--- src/design/abps_pkg.sv ---
// Shared types, register map and timing constants for the alert beep pattern sequencer.
// Used by every module in this folder; depends on nothing else.
package abps_pkg;

  localparam int unsigned TIME_BITS_DEF = 32;
  localparam int unsigned APB_AW = 5;
  localparam int unsigned APB_DW = 32;

  localparam int unsigned WIFI_SLOW_MS = 1000;
  localparam int unsigned WIFI_FAST_MS = 250;
  localparam int unsigned WIFI_PULSES = 4;
  localparam int unsigned OTA_HB_PERIOD = 2000;
  localparam int unsigned OTA_HB_ON = 1000;
  localparam int unsigned OTA_FIN_PERIOD = 500;
  localparam int unsigned OTA_FIN_ON = 250;
  localparam int unsigned OTA_FIN_TOTAL = 2000;

  // Residue of a timestamp modulo the heartbeat period, built from a nibble and a mod-125 part.
  localparam int unsigned RES_W = 11;
  localparam int unsigned FOLD_MOD = OTA_HB_PERIOD / 16;
  localparam int unsigned FOLD_RES_W = 7;
  localparam int unsigned FOLD_W = 18;

  typedef enum logic [2:0] {
    CMD_UPDATE     = 3'd0,
    CMD_WIFI_CONN  = 3'd1,
    CMD_WIFI_UP    = 3'd2,
    CMD_WIFI_DOWN  = 3'd3,
    CMD_COUNT      = 3'd4,
    CMD_OTA_START  = 3'd5,
    CMD_OTA_FINISH = 3'd6,
    CMD_TEST       = 3'd7
  } cmd_e;

  typedef enum logic [2:0] {
    A_IDLE      = 3'd0,
    A_LONG_ON   = 3'd1,
    A_LONG_OFF  = 3'd2,
    A_SHORT_ON  = 3'd3,
    A_SHORT_OFF = 3'd4
  } alert_phase_e;

  typedef enum logic [1:0] {
    W_OFF  = 2'd0,
    W_SLOW = 2'd1,
    W_FAST = 2'd2
  } wifi_phase_e;

  typedef enum logic [1:0] {
    O_NONE = 2'd0,
    O_BEAT = 2'd1,
    O_FIN  = 2'd2
  } ota_state_e;

  typedef enum logic [2:0] {
    REG_ALERT_EN  = 3'd0,
    REG_WIFI_EN   = 3'd1,
    REG_DEBOUNCE  = 3'd2,
    REG_LONG_MS   = 3'd3,
    REG_SHORT_MS  = 3'd4,
    REG_GAP_MS    = 3'd5
  } cfg_idx_e;

  typedef struct packed {
    cmd_e        command;
    logic [31:0] now_ms;
    logic [7:0]  target_count;
    logic [7:0]  test_shorts;
    logic        test_long;
  } in_req_t;

  typedef struct packed {
    logic       pin_level;
    logic       pin_changed;
    logic       alert_busy;
    logic [1:0] ota_mode;
  } out_rsp_t;

  typedef struct packed {
    in_req_t          req;
    logic [RES_W-1:0] now_res;
  } item_t;

  typedef struct packed {
    logic        alert_enable;
    logic        wifi_led_enable;
    logic [15:0] debounce_ms;
    logic [15:0] long_beep_ms;
    logic [15:0] short_beep_ms;
    logic [15:0] beep_gap_ms;
  } cfg_t;

  localparam cfg_t CFG_RST = '{
    alert_enable:    1'b1,
    wifi_led_enable: 1'b1,
    debounce_ms:     16'd300,
    long_beep_ms:    16'd600,
    short_beep_ms:   16'd120,
    beep_gap_ms:     16'd120
  };

  function automatic int unsigned pow256_mod_fold(int unsigned k);
    int unsigned r;
    r = 1;
    for (int unsigned i = 0; i < k; i++) begin
      for (int unsigned j = 0; j < 8; j++) begin
        r = r * 2;
        if (r >= FOLD_MOD) r = r - FOLD_MOD;
      end
    end
    return r;
  endfunction

  function automatic int unsigned pow2_mod_period(int unsigned k);
    int unsigned r;
    r = 1;
    for (int unsigned i = 0; i < k; i++) begin
      r = r * 2;
      if (r >= OTA_HB_PERIOD) r = r - OTA_HB_PERIOD;
    end
    return r;
  endfunction

endpackage

--- src/design/abps_cfg.sv ---
// APB register file holding the six configuration registers of the sequencer.
// Depends on abps_pkg for the register map and reset values.
module abps_cfg (
  input  logic                          clk_i,
  input  logic                          rst_ni,
  input  logic                          psel,
  input  logic                          penable,
  input  logic                          pwrite,
  input  logic [abps_pkg::APB_AW-1:0]   paddr,
  input  logic [abps_pkg::APB_DW-1:0]   pwdata,
  output logic [abps_pkg::APB_DW-1:0]   prdata,
  output logic                          pready,
  output abps_pkg::cfg_t                cfg_o
);
  import abps_pkg::*;

  cfg_t     cfg_q, cfg_d;
  cfg_idx_e idx;
  logic     wr_en;

  assign pready = 1'b1;
  assign idx    = cfg_idx_e'(paddr[APB_AW-1:2]);
  assign wr_en  = psel && penable && pwrite && pready;

  always_comb begin
    cfg_d = cfg_q;
    if (wr_en) begin
      unique case (idx)
        REG_ALERT_EN: cfg_d.alert_enable    = pwdata[0];
        REG_WIFI_EN:  cfg_d.wifi_led_enable = pwdata[0];
        REG_DEBOUNCE: cfg_d.debounce_ms     = pwdata[15:0];
        REG_LONG_MS:  cfg_d.long_beep_ms    = pwdata[15:0];
        REG_SHORT_MS: cfg_d.short_beep_ms   = pwdata[15:0];
        REG_GAP_MS:   cfg_d.beep_gap_ms     = pwdata[15:0];
        default:      cfg_d = cfg_q;
      endcase
    end
  end

  always_comb begin
    unique case (idx)
      REG_ALERT_EN: prdata = APB_DW'(cfg_q.alert_enable);
      REG_WIFI_EN:  prdata = APB_DW'(cfg_q.wifi_led_enable);
      REG_DEBOUNCE: prdata = APB_DW'(cfg_q.debounce_ms);
      REG_LONG_MS:  prdata = APB_DW'(cfg_q.long_beep_ms);
      REG_SHORT_MS: prdata = APB_DW'(cfg_q.short_beep_ms);
      REG_GAP_MS:   prdata = APB_DW'(cfg_q.beep_gap_ms);
      default:      prdata = '0;
    endcase
  end

  always_ff @(posedge clk_i or negedge rst_ni) begin
    if (!rst_ni) begin
      cfg_q <= CFG_RST;
    end else begin
      cfg_q <= cfg_d;
    end
  end

  assign cfg_o = cfg_q;

endmodule

--- src/design/abps_resid.sv ---
// Two-stage pipeline that reduces each request timestamp modulo the heartbeat period.
// Depends on abps_pkg for the request type and folding constants.
module abps_resid #(
  parameter int unsigned TIME_BITS = abps_pkg::TIME_BITS_DEF
) (
  input  logic              clk_i,
  input  logic              rst_ni,
  input  logic              in_valid_i,
  output logic              in_ready_o,
  input  abps_pkg::in_req_t in_req_i,
  output logic              item_valid_o,
  input  logic              item_ready_i,
  output abps_pkg::item_t   item_o
);
  import abps_pkg::*;

  localparam int unsigned NB = (TIME_BITS - 4 + 7) / 8;
  localparam int unsigned W1 = pow256_mod_fold(1);
  localparam int unsigned W2 = pow256_mod_fold(2);

  logic [TIME_BITS-1:0]  now_t;
  logic [NB*8-1:0]       y_ext;
  logic [FOLD_W-1:0]     s1;
  logic                  a_vld_q, b_vld_q, a_rdy, b_rdy;
  in_req_t               a_req_q;
  logic [FOLD_W-1:0]     a_s1_q;
  logic [3:0]            a_nib_q;
  logic [RES_W-1:0]      u;
  logic [8:0]            t0, t1, t2;
  logic [RES_W-1:0]      res;
  item_t                 b_item_q;

  assign b_rdy      = !b_vld_q || item_ready_i;
  assign a_rdy      = !a_vld_q || b_rdy;
  assign in_ready_o = a_rdy;

  assign now_t = TIME_BITS'(in_req_i.now_ms);
  assign y_ext = (NB*8)'(now_t[TIME_BITS-1:4]);

  always_comb begin
    s1 = '0;
    for (int unsigned i = 0; i < NB; i++) begin
      s1 = s1 + FOLD_W'(y_ext[8*i +: 8]) * FOLD_W'(pow256_mod_fold(i));
    end
  end

  always_comb begin
    u  = RES_W'(a_s1_q[7:0]) + RES_W'(a_s1_q[15:8]) * RES_W'(W1)
       + RES_W'(a_s1_q[17:16]) * RES_W'(W2);
    t0 = 9'(u[7:0]) + 9'(u[10:8]) * 9'(W1);
    t1 = (t0 >= 9'(2 * FOLD_MOD)) ? t0 - 9'(2 * FOLD_MOD) : t0;
    t2 = (t1 >= 9'(FOLD_MOD)) ? t1 - 9'(FOLD_MOD) : t1;
    res = {t2[FOLD_RES_W-1:0], a_nib_q};
  end

  always_ff @(posedge clk_i or negedge rst_ni) begin
    if (!rst_ni) begin
      a_vld_q <= 1'b0;
      b_vld_q <= 1'b0;
    end else begin
      if (a_rdy) a_vld_q <= in_valid_i;
      if (b_rdy) b_vld_q <= a_vld_q;
    end
  end

  always_ff @(posedge clk_i) begin
    if (in_valid_i && a_rdy) begin
      a_req_q <= in_req_i;
      a_s1_q  <= s1;
      a_nib_q <= now_t[3:0];
    end
    if (a_vld_q && b_rdy) begin
      b_item_q.req     <= a_req_q;
      b_item_q.now_res <= res;
    end
  end

  assign item_valid_o = b_vld_q;
  assign item_o       = b_item_q;

  a_res_range: assert property (@(posedge clk_i) disable iff (!rst_ni)
    b_vld_q |-> b_item_q.now_res < RES_W'(OTA_HB_PERIOD))
    else $error("timestamp residue out of range");

  a_b_hold: assert property (@(posedge clk_i) disable iff (!rst_ni)
    b_vld_q && !item_ready_i |=> b_vld_q && $stable(b_item_q))
    else $error("residue stage lost a stalled request");

  a_a_hold: assert property (@(posedge clk_i) disable iff (!rst_ni)
    a_vld_q && !b_rdy |=> a_vld_q && $stable(a_s1_q))
    else $error("fold stage lost a stalled request");

endmodule

--- src/design/abps_core.sv ---
// Sequencer state (alert pattern, wifi blink, debounce, OTA) and the result register.
// Depends on abps_pkg for the request, result and configuration types.
module abps_core #(
  parameter int unsigned TIME_BITS = abps_pkg::TIME_BITS_DEF
) (
  input  logic               clk_i,
  input  logic               rst_ni,
  input  logic               item_valid_i,
  output logic               item_ready_o,
  input  abps_pkg::item_t    item_i,
  input  abps_pkg::cfg_t     cfg_i,
  output logic               out_valid_o,
  input  logic               out_ready_i,
  output abps_pkg::out_rsp_t out_rsp_o
);
  import abps_pkg::*;

  localparam int unsigned TW = TIME_BITS;
  localparam logic [RES_W-1:0] WRAP_RES = RES_W'(pow2_mod_period(TW));

  function automatic logic reached(logic [TW-1:0] now, logic [TW-1:0] dl);
    logic [TW-1:0] diff;
    diff = now - dl;
    return !diff[TW-1];
  endfunction

  alert_phase_e     alert_phase_q, alert_phase_d;
  logic             alert_level_q, alert_level_d;
  logic [TW-1:0]    alert_dl_q, alert_dl_d;
  logic [7:0]       shorts_left_q, shorts_left_d;
  wifi_phase_e      wifi_phase_q, wifi_phase_d;
  logic             wifi_level_q, wifi_level_d;
  logic [TW-1:0]    wifi_dl_q, wifi_dl_d;
  logic [2:0]       pulses_q, pulses_d;
  logic [7:0]       applied_q, applied_d;
  logic [7:0]       played_q, played_d;
  logic [7:0]       cand_val_q, cand_val_d;
  logic [TW-1:0]    cand_start_q, cand_start_d;
  logic             cand_vld_q, cand_vld_d;
  ota_state_e       ota_q, ota_d;
  logic [TW-1:0]    ota_start_q, ota_start_d;
  logic [RES_W-1:0] ota_res_q, ota_res_d;
  logic             last_pin_q, last_pin_d;

  logic             out_vld_q;
  out_rsp_t         rsp_q, rsp_d;
  logic             acc;

  logic [TW-1:0]    now_t;
  logic             pin, pin_chg;
  logic             beep_go, beep_long;
  logic [7:0]       beep_shorts;
  logic [TW-1:0]    el_ota;
  logic             fin_done, fin_on;
  logic [RES_W-1:0] fin_el;
  logic [12:0]      hb_v, hb_r;
  logic             hb_on;

  assign item_ready_o = !out_vld_q || out_ready_i;
  assign acc          = item_valid_i && item_ready_o;
  assign now_t        = TW'(item_i.req.now_ms);

  assign el_ota   = now_t - ota_start_q;
  assign fin_done = el_ota >= TW'(OTA_FIN_TOTAL);
  assign fin_el   = el_ota[RES_W-1:0];
  assign fin_on   = (fin_el < RES_W'(OTA_FIN_ON))
                 || (fin_el >= RES_W'(OTA_FIN_PERIOD)
                     && fin_el < RES_W'(OTA_FIN_PERIOD + OTA_FIN_ON))
                 || (fin_el >= RES_W'(2 * OTA_FIN_PERIOD)
                     && fin_el < RES_W'(2 * OTA_FIN_PERIOD + OTA_FIN_ON))
                 || (fin_el >= RES_W'(3 * OTA_FIN_PERIOD)
                     && fin_el < RES_W'(3 * OTA_FIN_PERIOD + OTA_FIN_ON));

  always_comb begin
    hb_v = 13'(item_i.now_res) - 13'(ota_res_q)
         + ((now_t < ota_start_q) ? 13'(WRAP_RES) : 13'd0);
    if (hb_v[12]) begin
      hb_r = hb_v + 13'(OTA_HB_PERIOD);
    end else if (hb_v >= 13'(OTA_HB_PERIOD)) begin
      hb_r = hb_v - 13'(OTA_HB_PERIOD);
    end else begin
      hb_r = hb_v;
    end
    hb_on = hb_r < 13'(OTA_HB_ON);
  end

  always_comb begin
    alert_phase_d = alert_phase_q;
    alert_level_d = alert_level_q;
    alert_dl_d    = alert_dl_q;
    shorts_left_d = shorts_left_q;
    wifi_phase_d  = wifi_phase_q;
    wifi_level_d  = wifi_level_q;
    wifi_dl_d     = wifi_dl_q;
    pulses_d      = pulses_q;
    applied_d     = applied_q;
    played_d      = played_q;
    cand_val_d    = cand_val_q;
    cand_start_d  = cand_start_q;
    cand_vld_d    = cand_vld_q;
    ota_d         = ota_q;
    ota_start_d   = ota_start_q;
    ota_res_d     = ota_res_q;
    last_pin_d    = last_pin_q;
    pin           = 1'b0;
    pin_chg       = 1'b0;
    beep_go       = 1'b0;
    beep_long     = 1'b0;
    beep_shorts   = '0;

    unique case (item_i.req.command)
      CMD_UPDATE: begin
        if (alert_phase_q != A_IDLE && reached(now_t, alert_dl_q)) begin
          unique case (alert_phase_q)
            A_LONG_ON, A_SHORT_ON: begin
              alert_level_d = 1'b0;
              alert_phase_d = (alert_phase_q == A_LONG_ON) ? A_LONG_OFF : A_SHORT_OFF;
              alert_dl_d    = now_t + TW'(cfg_i.beep_gap_ms);
            end
            A_LONG_OFF, A_SHORT_OFF: begin
              if (shorts_left_q == 8'd0) begin
                alert_phase_d = A_IDLE;
              end else begin
                alert_level_d = 1'b1;
                alert_phase_d = A_SHORT_ON;
                alert_dl_d    = now_t + TW'(cfg_i.short_beep_ms);
                shorts_left_d = shorts_left_q - 8'd1;
              end
            end
            default: alert_phase_d = A_IDLE;
          endcase
        end

        if (wifi_phase_q == W_OFF) begin
          wifi_level_d = 1'b0;
        end else if (reached(now_t, wifi_dl_q)) begin
          if (wifi_phase_q == W_SLOW) begin
            wifi_level_d = !wifi_level_q;
            wifi_dl_d    = now_t + TW'(WIFI_SLOW_MS);
          end else if (wifi_level_q) begin
            wifi_level_d = 1'b0;
            wifi_dl_d    = now_t + TW'(WIFI_FAST_MS);
            pulses_d     = pulses_q - 3'd1;
            if (pulses_q == 3'd1) wifi_phase_d = W_OFF;
          end else begin
            wifi_level_d = 1'b1;
            wifi_dl_d    = now_t + TW'(WIFI_FAST_MS);
          end
        end

        priority if (ota_q == O_BEAT) begin
          pin = hb_on;
        end else if (ota_q == O_FIN) begin
          if (fin_done) begin
            pin   = 1'b0;
            ota_d = O_NONE;
          end else begin
            pin = fin_on;
          end
        end else if (alert_phase_d != A_IDLE) begin
          pin = alert_level_d;
        end else if (cfg_i.wifi_led_enable && wifi_phase_d != W_OFF) begin
          pin = wifi_level_d;
        end else begin
          pin = 1'b0;
        end
        pin_chg    = pin != last_pin_q;
        last_pin_d = pin;

        if (alert_phase_d == A_IDLE && played_q != applied_q) begin
          played_d    = applied_q;
          beep_go     = cfg_i.alert_enable;
          beep_long   = applied_q < played_q;
          beep_shorts = applied_q;
        end
      end

      CMD_WIFI_CONN, CMD_WIFI_DOWN: begin
        if (wifi_phase_q != W_SLOW) begin
          wifi_phase_d = W_SLOW;
          wifi_level_d = 1'b1;
          wifi_dl_d    = now_t + TW'(WIFI_SLOW_MS);
        end
      end

      CMD_WIFI_UP: begin
        wifi_phase_d = W_FAST;
        pulses_d     = 3'(WIFI_PULSES);
        wifi_level_d = 1'b1;
        wifi_dl_d    = now_t + TW'(WIFI_FAST_MS);
      end

      CMD_COUNT: begin
        priority if (!cfg_i.alert_enable) begin
          applied_d  = item_i.req.target_count;
          played_d   = item_i.req.target_count;
          cand_vld_d = 1'b0;
        end else if (item_i.req.target_count == applied_q) begin
          cand_vld_d = 1'b0;
        end else if (!cand_vld_q || item_i.req.target_count != cand_val_q) begin
          cand_val_d   = item_i.req.target_count;
          cand_start_d = now_t;
          cand_vld_d   = 1'b1;
        end else if ((now_t - cand_start_q) >= TW'(cfg_i.debounce_ms)) begin
          applied_d  = cand_val_q;
          cand_vld_d = 1'b0;
          if (alert_phase_q == A_IDLE) begin
            played_d    = cand_val_q;
            beep_go     = 1'b1;
            beep_long   = cand_val_q < applied_q;
            beep_shorts = cand_val_q;
          end
        end else begin
          cand_vld_d = cand_vld_q;
        end
      end

      CMD_OTA_START, CMD_OTA_FINISH: begin
        ota_d       = (item_i.req.command == CMD_OTA_START) ? O_BEAT : O_FIN;
        ota_start_d = now_t;
        ota_res_d   = item_i.now_res;
      end

      CMD_TEST: begin
        if (alert_phase_q == A_IDLE) begin
          beep_go     = 1'b1;
          beep_long   = item_i.req.test_long;
          beep_shorts = item_i.req.test_shorts;
        end
      end
    endcase

    if (beep_go) begin
      if (beep_long) begin
        alert_phase_d = A_LONG_ON;
        alert_level_d = 1'b1;
        alert_dl_d    = now_t + TW'(cfg_i.long_beep_ms);
        shorts_left_d = beep_shorts;
      end else if (beep_shorts != 8'd0) begin
        alert_phase_d = A_SHORT_ON;
        alert_level_d = 1'b1;
        alert_dl_d    = now_t + TW'(cfg_i.short_beep_ms);
        shorts_left_d = beep_shorts - 8'd1;
      end
    end
  end

  always_comb begin
    rsp_d.pin_level   = last_pin_d;
    rsp_d.pin_changed = pin_chg;
    rsp_d.alert_busy  = alert_phase_d != A_IDLE;
    rsp_d.ota_mode    = 2'(ota_d);
  end

  always_ff @(posedge clk_i or negedge rst_ni) begin
    if (!rst_ni) begin
      alert_phase_q <= A_IDLE;
      alert_level_q <= 1'b0;
      alert_dl_q    <= '0;
      shorts_left_q <= '0;
      wifi_phase_q  <= W_OFF;
      wifi_level_q  <= 1'b0;
      wifi_dl_q     <= '0;
      pulses_q      <= '0;
      applied_q     <= '0;
      played_q      <= '0;
      cand_val_q    <= '0;
      cand_start_q  <= '0;
      cand_vld_q    <= 1'b0;
      ota_q         <= O_NONE;
      ota_start_q   <= '0;
      ota_res_q     <= '0;
      last_pin_q    <= 1'b0;
      out_vld_q     <= 1'b0;
    end else begin
      if (acc) begin
        alert_phase_q <= alert_phase_d;
        alert_level_q <= alert_level_d;
        alert_dl_q    <= alert_dl_d;
        shorts_left_q <= shorts_left_d;
        wifi_phase_q  <= wifi_phase_d;
        wifi_level_q  <= wifi_level_d;
        wifi_dl_q     <= wifi_dl_d;
        pulses_q      <= pulses_d;
        applied_q     <= applied_d;
        played_q      <= played_d;
        cand_val_q    <= cand_val_d;
        cand_start_q  <= cand_start_d;
        cand_vld_q    <= cand_vld_d;
        ota_q         <= ota_d;
        ota_start_q   <= ota_start_d;
        ota_res_q     <= ota_res_d;
        last_pin_q    <= last_pin_d;
        out_vld_q     <= 1'b1;
      end else if (out_ready_i) begin
        out_vld_q <= 1'b0;
      end
    end
  end

  always_ff @(posedge clk_i) begin
    if (acc) rsp_q <= rsp_d;
  end

  assign out_valid_o = out_vld_q;
  assign out_rsp_o   = rsp_q;

  a_alert_idle_low: assert property (@(posedge clk_i) disable iff (!rst_ni)
    alert_phase_q == A_IDLE |-> !alert_level_q)
    else $error("alert level high while no pattern plays");

  a_wifi_off_low: assert property (@(posedge clk_i) disable iff (!rst_ni)
    wifi_phase_q == W_OFF |-> !wifi_level_q)
    else $error("wifi level high while blink is off");

  a_change_only_update: assert property (@(posedge clk_i) disable iff (!rst_ni)
    acc && item_i.req.command != CMD_UPDATE |=> !rsp_q.pin_changed)
    else $error("pin change reported for a non-update request");

  a_result_pin: assert property (@(posedge clk_i) disable iff (!rst_ni)
    acc |=> rsp_q.pin_level == last_pin_q && rsp_q.alert_busy == (alert_phase_q != A_IDLE))
    else $error("result does not match stored state");

  a_state_hold: assert property (@(posedge clk_i) disable iff (!rst_ni)
    !acc |=> $stable(applied_q) && $stable(last_pin_q) && $stable(alert_phase_q))
    else $error("state changed without an accepted request");

endmodule

--- src/design/alert_beep_pattern_sequencer.sv ---
// Top level of the alert beep pattern sequencer: APB registers, timestamp residue pipeline
// and sequencer core. Depends on abps_pkg, abps_cfg, abps_resid and abps_core.
//
//   Channel | Direction | Handshake               | Payload
//   --------+-----------+-------------------------+---------------------------
//   in      | input     | in_valid_i / in_ready_o | in_req_i  (abps_pkg::in_req_t)
//   out     | output    | out_valid_o/out_ready_i | out_rsp_o (abps_pkg::out_rsp_t)
//   cfg     | input     | psel, penable, pready   | paddr, pwdata, prdata
//
// Every request yields exactly one result, registered after both residue stages.
// One request per cycle is sustained unless the output stalls; the two residue stages
// and the result register form a three-deep pipeline; the core state loads with the result.
// Reset clears all state to idle, counts zero and the pin low; registers take defaults.
// A stalled output holds the result register and back-pressure reaches in_ready_o
// only once every stage is full.
module alert_beep_pattern_sequencer #(
  parameter int unsigned TIME_BITS = abps_pkg::TIME_BITS_DEF
) (
  input  logic                        clk_i,
  input  logic                        rst_ni,
  input  logic                        in_valid_i,
  output logic                        in_ready_o,
  input  abps_pkg::in_req_t           in_req_i,
  output logic                        out_valid_o,
  input  logic                        out_ready_i,
  output abps_pkg::out_rsp_t          out_rsp_o,
  input  logic                        psel,
  input  logic                        penable,
  input  logic                        pwrite,
  input  logic [abps_pkg::APB_AW-1:0] paddr,
  input  logic [abps_pkg::APB_DW-1:0] pwdata,
  output logic [abps_pkg::APB_DW-1:0] prdata,
  output logic                        pready
);
  import abps_pkg::*;

  cfg_t  cfg;
  item_t item;
  logic  item_valid, item_ready;

  abps_cfg u_cfg (
    .clk_i   (clk_i),
    .rst_ni  (rst_ni),
    .psel    (psel),
    .penable (penable),
    .pwrite  (pwrite),
    .paddr   (paddr),
    .pwdata  (pwdata),
    .prdata  (prdata),
    .pready  (pready),
    .cfg_o   (cfg)
  );

  abps_resid #(
    .TIME_BITS (TIME_BITS)
  ) u_resid (
    .clk_i        (clk_i),
    .rst_ni       (rst_ni),
    .in_valid_i   (in_valid_i),
    .in_ready_o   (in_ready_o),
    .in_req_i     (in_req_i),
    .item_valid_o (item_valid),
    .item_ready_i (item_ready),
    .item_o       (item)
  );

  abps_core #(
    .TIME_BITS (TIME_BITS)
  ) u_core (
    .clk_i        (clk_i),
    .rst_ni       (rst_ni),
    .item_valid_i (item_valid),
    .item_ready_o (item_ready),
    .item_i       (item),
    .cfg_i        (cfg),
    .out_valid_o  (out_valid_o),
    .out_ready_i  (out_ready_i),
    .out_rsp_o    (out_rsp_o)
  );

endmodule

--- config.mk ---
export PLATFORM = sky130hd
export DESIGN_NAME = alert_beep_pattern_sequencer
export DESIGN_NICKNAME = d
export VERILOG_FILES = /design/src/design/abps_pkg.sv /design/src/design/abps_cfg.sv /design/src/design/abps_resid.sv /design/src/design/abps_core.sv /design/src/design/alert_beep_pattern_sequencer.sv
export SDC_FILE = /design/constraint.sdc
export NUM_CORES = 1
export LEC_CHECK = 0
export BUFFER_PORTS_ARGS = -buffer_cell sky130_fd_sc_hd__buf_2
export CELL_PAD_IN_SITES_DETAIL_PLACEMENT = 0
export CELL_PAD_IN_SITES_GLOBAL_PLACEMENT = 2
export CORE_ASPECT_RATIO = 1.5
export CORE_MARGIN = 1
export CORE_UTILIZATION = 44
export CTS_BUF_LIST = sky130_fd_sc_hd__clkbuf_8
export CTS_CLUSTER_SIZE = 30
export DETAILED_ROUTE_END_ITERATION = 10
export GPL_ROUTABILITY_DRIVEN = 0
export MAX_ROUTING_LAYER = met4
export PLACE_DENSITY_LB_ADDON = 0.1
export SETUP_SLACK_MARGIN = 0.1
export SKIP_CTS_REPAIR_TIMING = 1
export SYNTH_ARGS = -nofsm -noshare
export SYNTH_HDL_FRONTEND = slang
export SYNTH_HIERARCHICAL = 1
export SYNTH_SLANG_ARGS = --single-unit
--- constraint.sdc ---
create_clock -name clk_i -period 19.55 [get_ports clk_i]
set_input_delay 1.955 -clock clk_i [delete_from_list [all_inputs] [get_ports clk_i]]
set_output_delay 1.955 -clock clk_i [all_outputs]
set_load 0.02 [all_outputs]
==> flow_metrics.py <==
metrics = {
    "run_status": {
        "status": "complete, no violations",
    },
    "placed_design": {
        "pre_cts_ws_ns": 10.54,
        "dp_hpwl_mm": 73.46,
        "dpl_cell_area_um2": 32710,
        "portBuffers": 100,
    },
    "global_routing": {
        "antenna_found_initial": 5,
        "grt_max_degree": 81,
        "grt_pass1_wl_mm": 149.5,
        "grt.total_usage": 0.2788,
        "grt_pass1_vias": 26320,
        "gr-total-overflow": 0,
    },
    "sta": {
        "finalSetupViolCount": 0,
        "fin_crit_sh": 0.4631,
        "tns_ns": 0,
        "fmaxAchievable_ghz": 0.1104,
        "fin_crit_ns": 9.054,
        "finalHoldViolCount": 0,
        "rsz0062_at_grt": "no",
        "clock_skew_ns": 0.04580,
        "setup_ws_ns": 10.50,
        "relSlewSlack": 0.1052,
        "worstMarginPinSlew_ns": 1.332,
        "finalMaxSlewViolations": 0,
    },
    "min_path": {
        "hold_path.class": "reg2reg",
        "hold_start": "u_resid/a_req_q[24]",
    },
    "clocking": {
        "cts_tree": "done",
        "numCtsBuffers": 69,
        "clock_latency_ns": 0.69,
        "htreeDepth": 3,
        "clk_pin_slew_ns": 0.07,
        "cts.path.max_buffers": 3,
        "clock-root-buffer": "clkbuf_8",
        "clock-sinks": 386,
    },
    "detailed_routing": {
        "route.detailed.drc": 0,
        "wl_mm": 97.16,
        "vias_per_cell": 5.825,
        "firstDrtPassIters": 5,
        "drt_iter0_drc": 1602,
        "wl_per_cell_um": 21.50,
        "via_count": 26330,
        "ant_nets": 0,
    },
    "floorplan": {
        "initial_utilization": 0.4444,
        "rows": 119,
        "io_pins": 136,
        "dieWidth_um": 219.3,
        "die_y_um": 327.9,
        "core_um2": 70130,
        "die_area_um2": 71910,
    },
    "flow_run": {
        "maxCapViolCount": 0,
    },
    "critical_path": {
        "critPathArrivalTime_ns": 9.62,
        "slowest_stage": "o221ai_4",
        "r2r_start": "u_resid/item_o[1]",
        "critPathLaunch": "u_resid/item_o[1]",
        "cpPeakStageDelay_ns": 0.84,
        "crit_path_end_kind": "register",
        "worstSetupStartpointType": "register",
        "worstPathRequired_ns": 20.12,
        "cpMostUsedCell": "nor3_1",
        "crit_type": "reg2reg",
        "critPathMaxFanout": 24,
    },
    "synth": {
        "synth-edff-count": 132,
        "ys.flop_type": "dfrtp_1",
        "synthCells": 3441,
        "async_flop_share": 0.6580,
        "avgSynthCellArea_um2": 9.056,
        "synth_area_um2": 31160,
        "synth_warnings": 6,
        "synth_seq_cells": 386,
        "synth.distinct_cells": 99,
        "ys_seq_area_frac": 0.3319,
    },
    "finish": {
        "final_cell_area_um2": 34180,
        "syn_to_final_growth_pct": 9.680,
        "layout-drive-gt1-share": 0.1252,
        "layout.nets": 3986,
    },
}
-- kinds of logic after synthesis --
| family | after synthesis | share of synthesized area |
|---|---|---|
| and+or+nand+nor | 890 | 0.1381 |
| buffers and inverters | 432 | 0.05617 |
| other | 3 | 0.0003613 |
| muxes | 189 | 0.06557 |
| xor gates and xnor gates | 234 | 0.06601 |
| AOI/OAI and AO/OA | 969 | 0.2012 |
| adders and majority gates | 338 | 0.1407 |
| DFF | 386 | 0.3319 |
-- metrics by stage --
| stage | utilization | instances | hold slack [ns] |
|---|---|---|---|
| floorplan | - | 3456 | 0.4003 |
| global placement | 0.4665 | 4389 | 0.4035 |
| detailed placement | 0.4665 | 4389 | 0.4045 |
| CTS | 0.4873 | 4517 | 0.4090 |
| global route | 0.4874 | 4520 | 0.4117 |
| finish | 0.4874 | 4520 | 0.4069 |
-- path summary, 6_finish.rpt --
| check | endpoint | depth (start not counted) | slack [ns] |
|---|---|---|---|
| setup / recovery | u_core/alert_dl_q[16] | 30 | 10.50 |
| hold / removal | u_resid/item_o[35] | 0 | 0.41 |
| setup reg to reg | u_core/alert_dl_q[16] | 30 | 10.50 |
| hold reg to reg | u_resid/item_o[35] | 0 | 0.41 |
| max in group asynchronous | u_cfg/cfg_o[0] | 3 | 15.90 |
| min in group asynchronous | u_core/ota_start_q[2] | 1 | 1.27 |
-- per-layer routing --
| metal | wire length (um) | up-vias | GRT usage |
|---|---|---|---|
| li1 | - | 12710 | - |
| met1 | 39260 | 12720 | 0.3179 |
| met2 | 48920 | 698 | 0.4801 |
| met3 | 4513 | 202 | 0.03787 |
| met4 | 4468 | 0 | 0.1283 |
| met5 | 0 | - | - |
-- synthesized netlist by cell type, drive strengths merged (86+ instances only) --
cell / count / area share
clkbuf: 86 / 0.010
a21oi: 259 / 0.042
nor2: 246 / 0.030
ha: 316 / 0.13
nand2: 254 / 0.031
dfrtp: 236 / 0.19
xor2: 110 / 0.031
mux2: 121 / 0.044
xnor2: 124 / 0.035
inv: 297 / 0.036
o21ai: 238 / 0.038
edfxtp: 132 / 0.13
-- worst max-delay path: cells and delay by family (launching register included) --
| kind | cells | cell delay [ns] |
|---|---|---|
| adder cells (fa/ha/maj) | 3 | 1.12 |
| XOR/XNOR | 1 | 0.15 |
| AND/OR/NAND/NOR | 9 | 1.97 |
| flip-flops | 1 | 0.32 |
| buffers and inverters | 3 | 1.01 |
| AO/OA/AOI/OAI | 14 | 4.33 |
-- flip-flops by register name (all words and copies together) (netlist names), 3 cells and up --
register,flops
u_core/applied_q,8
u_core/ota_start_q,32
u_resid/a_req_q,49
u_core/ota_res_q,11
u_core/alert_dl_q,32
u_core/cand_val_q,8
u_core/shorts_left_q,8
u_resid/item_o,59
u_resid/a_s1_q,16
u_core/alert_phase_q,3
u_core/cand_start_q,32
u_core/wifi_dl_q,32
u_core/pulses_q,3
u_core/out_rsp_o,5
u_cfg/cfg_o,66
u_core/played_q,8
u_resid/a_nib_q,3
-- final cells by class --
class	instances	area, um^2
Inverter	297	1115
Sequential cell	386	10340
Multi-Input combinational cell	2638	19150
Antenna cell	3	7.507
Timing Repair Buffer	161	968.4
Tap cell	907	1135
Fill cell	6711	35950
Clock buffer	81	1115
Clock inverter	47	342.8
-- placed cells by master (no fill, tap or decap), types with 23 or more instances in the layout --
cell type	instances
a211oi_1	36
a21o_1	57
a21oi_1	258
a31oi_1	32
buf_2	99
buf_4	61
clkbuf_8	81
dfrtp_1	236
edfxtp_1	132
ha_1	316
inv_1	311
mux2_2	121
mux2i_1	68
nand2_1	253
nand2b_1	46
nand3_1	55
nand4_1	55
nor2_1	244
nor2b_1	30
nor3_1	71
o211ai_1	23
o21a_1	39
o21ai_0	218
o21bai_1	28
o22ai_1	53
xnor2_1	124
xor2_1	109
Power is not shown: default switching activity piles up to over one toggle a cycle in this logic, so the estimate is an artifact.
